--- src/rtl/thi_pkg.sv ---
// Shared constants, field widths and controller/datapath interface types
// for the timestamped history interpolator. No dependencies.
package thi_pkg;

    localparam int HISTORY_DEPTH = 512;
    localparam int SLOT_W        = $clog2(HISTORY_DEPTH);
    localparam int CNT_W         = $clog2(HISTORY_DEPTH + 1);

    localparam int STAMP_W = 48;
    localparam int FOCAL_W = 12;
    localparam int APER_W  = 10;
    localparam int FOCUS_W = 16;
    localparam int VAL_W   = 16;               // widest lens value
    localparam int PROD_W  = VAL_W + STAMP_W;  // difference times elapsed time
    localparam int ENTRY_W = STAMP_W + FOCAL_W + APER_W + FOCUS_W;

    localparam int IN_DATA_W  = 88;
    localparam int OUT_DATA_W = 40;

    localparam logic KIND_RECORD = 1'b0;
    localparam logic KIND_QUERY  = 1'b1;

    localparam logic [1:0] FLD_FOCAL = 2'd0;
    localparam logic [1:0] FLD_APER  = 2'd1;
    localparam logic [1:0] FLD_FOCUS = 2'd2;

    typedef struct packed {
        logic       wr;          // write the accepted record
        logic       load_query;  // latch query time, restart the walk
        logic       walk_adv;    // keep current entry as newer bracket, step older
        logic       take_cur;    // result is the current entry
        logic       take_empty;  // result is the empty-history answer
        logic       mul_init;    // load operands for one field
        logic       mul_step;
        logic       div_init;
        logic       div_step;
        logic       fin_field;   // write the interpolated field into the result
        logic       load_out;    // move the result into the output register
        logic [1:0] field;
    } thi_cmd_t;

    typedef struct packed {
        logic empty;        // nothing ever recorded
        logic cur_older;    // current entry time is below query time
        logic age_zero;
        logic age_last;     // current entry is the oldest valid one
        logic out_blocked;  // output register still holds an untaken word
    } thi_sts_t;

endpackage

--- src/rtl/thi_ctrl.sv ---
// Controller state machine: walks the history and sequences the shared
// multiply and divide steps. Depends on thi_pkg.
module thi_ctrl (
    input  logic              clk,
    input  logic              rst_n,
    input  logic              in_valid,
    input  logic              in_kind,
    output logic              in_ready,
    input  thi_pkg::thi_sts_t sts,
    output thi_pkg::thi_cmd_t cmd
);
    import thi_pkg::*;

    localparam logic [3:0] S_IDLE = 4'd0;
    localparam logic [3:0] S_RD   = 4'd1;
    localparam logic [3:0] S_CMP  = 4'd2;
    localparam logic [3:0] S_INIT = 4'd3;
    localparam logic [3:0] S_MUL  = 4'd4;
    localparam logic [3:0] S_DIVI = 4'd5;
    localparam logic [3:0] S_DIV  = 4'd6;
    localparam logic [3:0] S_FIN  = 4'd7;
    localparam logic [3:0] S_OUT  = 4'd8;

    localparam int STEP_W = $clog2(VAL_W);
    localparam logic [STEP_W-1:0] STEP_LAST = STEP_W'(VAL_W - 1);

    logic [3:0]        state_reg, state_next;
    logic [STEP_W-1:0] step_reg, step_next;
    logic [1:0]        field_reg, field_next;

    always_ff @(posedge clk or negedge rst_n)
    begin
        if (!rst_n)
        begin
            state_reg <= S_IDLE;
            step_reg  <= '0;
            field_reg <= FLD_FOCAL;
        end
        else
        begin
            state_reg <= state_next;
            step_reg  <= step_next;
            field_reg <= field_next;
        end
    end

    assign in_ready = (state_reg == S_IDLE);

    always_comb
    begin
        state_next = state_reg;
        step_next  = step_reg;
        field_next = field_reg;
        cmd        = '0;
        cmd.field  = field_reg;
        unique case (state_reg)
            S_IDLE:
            begin
                if (in_valid && in_kind == KIND_RECORD)
                begin
                    cmd.wr = 1'b1;
                end
                else if (in_valid)
                begin
                    cmd.load_query = 1'b1;
                    if (sts.empty)
                    begin
                        cmd.take_empty = 1'b1;
                        state_next     = S_OUT;
                    end
                    else
                    begin
                        state_next = S_RD;
                    end
                end
            end
            S_RD:
            begin
                state_next = S_CMP;
            end
            S_CMP:
            begin
                if (sts.cur_older && !sts.age_zero)
                begin
                    field_next = FLD_FOCAL;
                    state_next = S_INIT;
                end
                else if (sts.cur_older || sts.age_last)
                begin
                    cmd.take_cur = 1'b1;
                    state_next   = S_OUT;
                end
                else
                begin
                    cmd.walk_adv = 1'b1;
                    state_next   = S_RD;
                end
            end
            S_INIT:
            begin
                cmd.mul_init = 1'b1;
                step_next    = '0;
                state_next   = S_MUL;
            end
            S_MUL:
            begin
                cmd.mul_step = 1'b1;
                step_next    = step_reg + 1'b1;
                if (step_reg == STEP_LAST)
                begin
                    state_next = S_DIVI;
                end
            end
            S_DIVI:
            begin
                cmd.div_init = 1'b1;
                step_next    = '0;
                state_next   = S_DIV;
            end
            S_DIV:
            begin
                cmd.div_step = 1'b1;
                step_next    = step_reg + 1'b1;
                if (step_reg == STEP_LAST)
                begin
                    state_next = S_FIN;
                end
            end
            S_FIN:
            begin
                cmd.fin_field = 1'b1;
                if (field_reg == FLD_FOCUS)
                begin
                    state_next = S_OUT;
                end
                else
                begin
                    field_next = field_reg + 1'b1;
                    state_next = S_INIT;
                end
            end
            S_OUT:
            begin
                if (!sts.out_blocked)
                begin
                    cmd.load_out = 1'b1;
                    state_next   = S_IDLE;
                end
            end
            default:
            begin
                state_next = S_IDLE;
            end
        endcase
    end

endmodule

--- config.mk ---
export PLATFORM = sky130hd
export DESIGN_NAME = thi_ctrl
export DESIGN_NICKNAME = d
export VERILOG_FILES = /design/src/rtl/thi_pkg.sv /design/src/rtl/thi_ctrl.sv
export SDC_FILE = /design/constraint.sdc
export NUM_CORES = 1
export LEC_CHECK = 0
export ABC_AREA = 1
export ABC_CLOCK_PERIOD_IN_PS = 1300
export BUFFER_PORTS_ARGS = -buffer_cell sky130_fd_sc_hd__buf_2
export CAP_MARGIN = 40
export CELL_PAD_IN_SITES_DETAIL_PLACEMENT = 0
export CELL_PAD_IN_SITES_GLOBAL_PLACEMENT = 1
export CORE_MARGIN = 5
export CORE_UTILIZATION = 33
export CTS_CLUSTER_SIZE = 10
export DETAILED_ROUTE_END_ITERATION = 16
export HOLD_SLACK_MARGIN = 0.03
export PLACE_DENSITY = 0.87
export SYNTH_ARGS = -nofsm -noshare
export SYNTH_HDL_FRONTEND = slang
export SYNTH_SLANG_ARGS = --single-unit
--- constraint.sdc ---
create_clock -name clk -period 1.3 [get_ports clk]
set_input_delay 0.13 -clock clk [delete_from_list [all_inputs] [get_ports clk]]
set_output_delay 0.13 -clock clk [all_outputs]
set_load 0.01 [all_outputs]
Yosys cells after proc, flatten, opt, wreduce, memory -nomap -nowiden
Cells that the tools add are included.

storage, ports and cells
  input port bits = 9
  flip-flop bits (word level) = 10
  output and inout port bits = 14
  word-level logic and storage cells = 67

cells by class
  bitwise operators = 1
  add/sub/neg operators = 2
  muxes and demuxes = 33
  equal/unequal tests = 17
  reductions and logical operators = 11

operators by type and width
  operator                                                               number
  4-bit 2-to-1 mux                                                       9
  4-bit one-hot mux with 9 select lines                                  1
  4-bit by 3-bit equality test with 1-bit output, second input constant  4
  1-bit 2-to-1 mux                                                       16
  2-bit != test, second input constant                                   7
  2-bit 2-to-1 mux                                                       5
  4-bit by 2-bit equality test with 1-bit output, second input constant  2
  4-bit equality test, second input constant                             2
  4-bit one-hot mux with 2 select lines                                  1
  5-bit AND reduction                                                    1
  4-bit by 1-bit adder with 4-bit output, second input constant          1
  4-bit by 1-bit equality test with 1-bit output, second input constant  1
  4-bit logical NOT                                                      1
  2-bit one-hot mux with 2 select lines                                  1
  2-bit nonzero test                                                     2
  2-bit OR reduction                                                     2
  3-bit AND reduction                                                    1
  2-bit by 1-bit adder with 2-bit output, second input constant          1
  2-bit equality test, second input constant                             1
  1-bit logical AND                                                      2
  1-bit logical NOT                                                      1
  1-bit logical OR                                                       1
  1-bit NOT                                                              1

Depth between registers and ports, before layout
  depth in word-level cells = 4
  gate-level depth with buffers = 7
  gate-level depth less buffers = 7

Least setup slack after synthesis
Ideal clock, no wire load.

  kind = flip-flop to output port
  start = register state_reg[3]
  end = output cmd[12] in the netlist's numbering
  data arrival time = 1067 ps
  path slack = 103 ps
  stages on the path, launching flop included = 6
  cell sequence = dfrtp_1 > nor2_1 > nand2_1 > inv_1 > nand2_1 > nor2_1

RTL lines
  what                      RTL line        RTL
  start: declaration        thi_ctrl.sv:27  logic [3:0] state_reg, state_next;
  start signal: assignment  thi_ctrl.sv:41  state_reg <= state_next;
  end: declaration          thi_ctrl.sv:10  output thi_pkg::thi_cmd_t cmd

==> results.ini <==
[timing]
setup_viol=12
slew_violations=0
maxSlewHeadroom_pct=84.5
min_period_ns=1.41
rsz0062_at_grt=true
report.final.hold_viol_count=0
hold_slack_ns=0.186
setup_slack_ns=-0.110
fmax_ghz=0.709
fin_crit_sh_pct=108
clock-skew-final_ns=0.00248
worst_pin_slew_ns=0.233

[drt]
viasPerCell=4.68
drc_errors=0
drt_iter0_drc=9
num_vias=837
wl_per_cell_um=11.0
detail-route-antenna-nets=0
drtPass1Iterations=4
wl_mm=1.98

[floorplanning]
core-area_sq_mm=0.00200
pin_count=23
die_w_um=56.4
die_h_um=56.4
start_util_pct=35.6
die_area_sq_mm=0.00319
core.rowCount=16

[status]
violations=negative setup slack
status=complete, but fails checks

[layout]
drive_gt1_share_pct=45.4
final_nets=165
final_common_cell=nand2_1
final_util_pct=55.1
synthToLayoutAreaGrowth_pct=55.0
layout_common_cells=27 x nand2_1, 22 x buf_2, 17 x nand3_1
n_antenna_cell=0

[clock_network]
numCtsBuffers=3
cts_tree=done
clock-sinks=10
cts_max_path_buffers=2
root_buffer=clkbuf_4
clock_latency_ns=0.25
clk_pin_slew_ns=0.06
htreeDepth=1

[worst_setup_path]
critPathArrivalTime_ns=1.28
critPathMaxFanout=3
start_kind=flip-flop
required_ns=1.17
slowest_delay_ns=0.45
slowest_stage=dfrtp_2
cp_cell_sequence=inv_2 > buf_4 > nand2_1 > nor2_2 > buf_2
worstSetupPathType=reg2out
crit_path_end_kind=output pin

[global_routing]
grtUsageTotal_pct=12.3
grt_pass1_vias=769
grt_max_degree=11
grt_antenna_before_repair=0
grt_overflow_total=0
grt_pass1_wl_mm=3.24

[flow_run]
maxCapViolCount=0

[power_and_ir_drop]
p_leak_nw=0.650
p_sw_mw=1.05
internal_power_mw=1.22
power_density_mw_per_mm2=2050
vdd_drop_max_v=0.00120
swShare_pct=46.3
power.share.clock_pct=8.8
seqPwrFrac_pct=26.2
combinationalPowerShare_pct=65.0

[synth]
yosysTopAreaCellShare_pct=35.1
synth_cell_types=16
syn-cell-area_sq_um=712
avgSynthCellArea_sq_um=6.47
yosys-top-cells-area=dfrtp_1 35%, nand2_1 16%, nand3_1 13%
ys_warn_count=0
syn-instance-count=110
ys_seq_elements=10
ys_seq_area_share_pct=35.1
syn-num-nets=121
synth_top_area_cell=dfrtp_1

[place]
place_ws_ns=0.0330
portBuffers=22
gp_congestion=0.794
dp_hpwl_mm=1.36

[min_path]
hp-class=in2reg

-- layer usage --
| metal | vias up | routed length [um] | part of all wire, % | track usage, % |
|---|---|---|---|---|
| li1 | 427 | - | - | - |
| met1 | 386 | 903 | 46 | 17.3 |
| met2 | 24 | 976 | 49 | 19.3 |
| met3 | 0 | 96 | 4.9 | 1.83 |
| met4 | 0 | 0 | 0 | 3.39 |
| met5 | - | 0 | 0 | 0 |
-- logic make-up after synthesis --
group,after synthesis,share of synthesized area [%]
AND/OR/NAND/NOR,75,47.3
buffers and inverters,18,9.49
flip-flops,10,35.1
AO/OA/AOI/OAI,3,2.11
XOR/XNOR,2,2.46
adder cells (fa/ha/maj),2,3.51
-- timing repair --
action,CTS,global route
setup endpoints to repair,12,18
buffers inserted,9,5
hold buffers,1,0
pin swaps,7,3
gates resized for setup,18,11
endpoints found under the hold margin,10,0
-- power groups by stage --
stage               combinational, mW  sequential [mW]  clock, mW
finish                           1.47            0.592      0.199
global route                     1.64            0.611      0.220
CTS                              1.24            0.582      0.203
detailed placement              0.989            0.556          0
global placement                0.971            0.548          0
floorplan                       0.661            0.552          0
-- cells in the mapped netlist --
cell type and count:
nor2_4 1, nand3_2 1, o21ai_0 3, or2_0 1
xnor2_1 1, ha_1 2, nand2_1 31, nand3_1 19
nor2_1 15, nor3_1 2, inv_1 16, inv_2 2
nor2_2 2, dfrtp_1 10, nand2_2 3, xor2_1 1
-- worst max-delay path, delay by kind of cell (launching register included) --
kind,cells,cell delay [ns]
flip-flops,1,0.45
buffers and inverters,3,0.36
AND/OR/NAND/NOR,2,0.21
-- metrics by stage --
stage          cell area [sq um]  instances  setup TNS [ns]  total power [mW]
2_1_floorplan                712        110               0              1.21
4_1_cts                     1020        174          -0.400              2.03
5_1_grt                     1100        179           -2.04              2.47
3_5_place_dp                 871        161               0              1.55
3_3_place_gp                 871        161               0              1.52
6_report                    1100        179          -0.686              2.26
-- layout make-up --
class                   instances  area [sq um]
clock buffers                   3          22.5
well taps                      27          33.8
repair buffers                 39           248
multi-input cells              82           477
fillers                       200           898
flip-flops and latches         10           255
inverters                      18          67.6
-- path summary, 6_finish.rpt --
check	endpoint	slack, ns	depth (start not counted)	start
max in group asynchronous	state_reg[0]	0.83	2	rst_n
max	cmd[5]	-0.11	5	state_reg[3]
min	state_reg[3]	0.19	3	sts[0]
min in group asynchronous	field_reg[1]	0.26	2	rst_n
max reg2reg	step_reg[2]	-0.04	8	state_reg[3]
min reg2reg	step_reg[3]	0.50	2	step_reg[3]
Note: power is estimated with default switching activity, not from simulation.
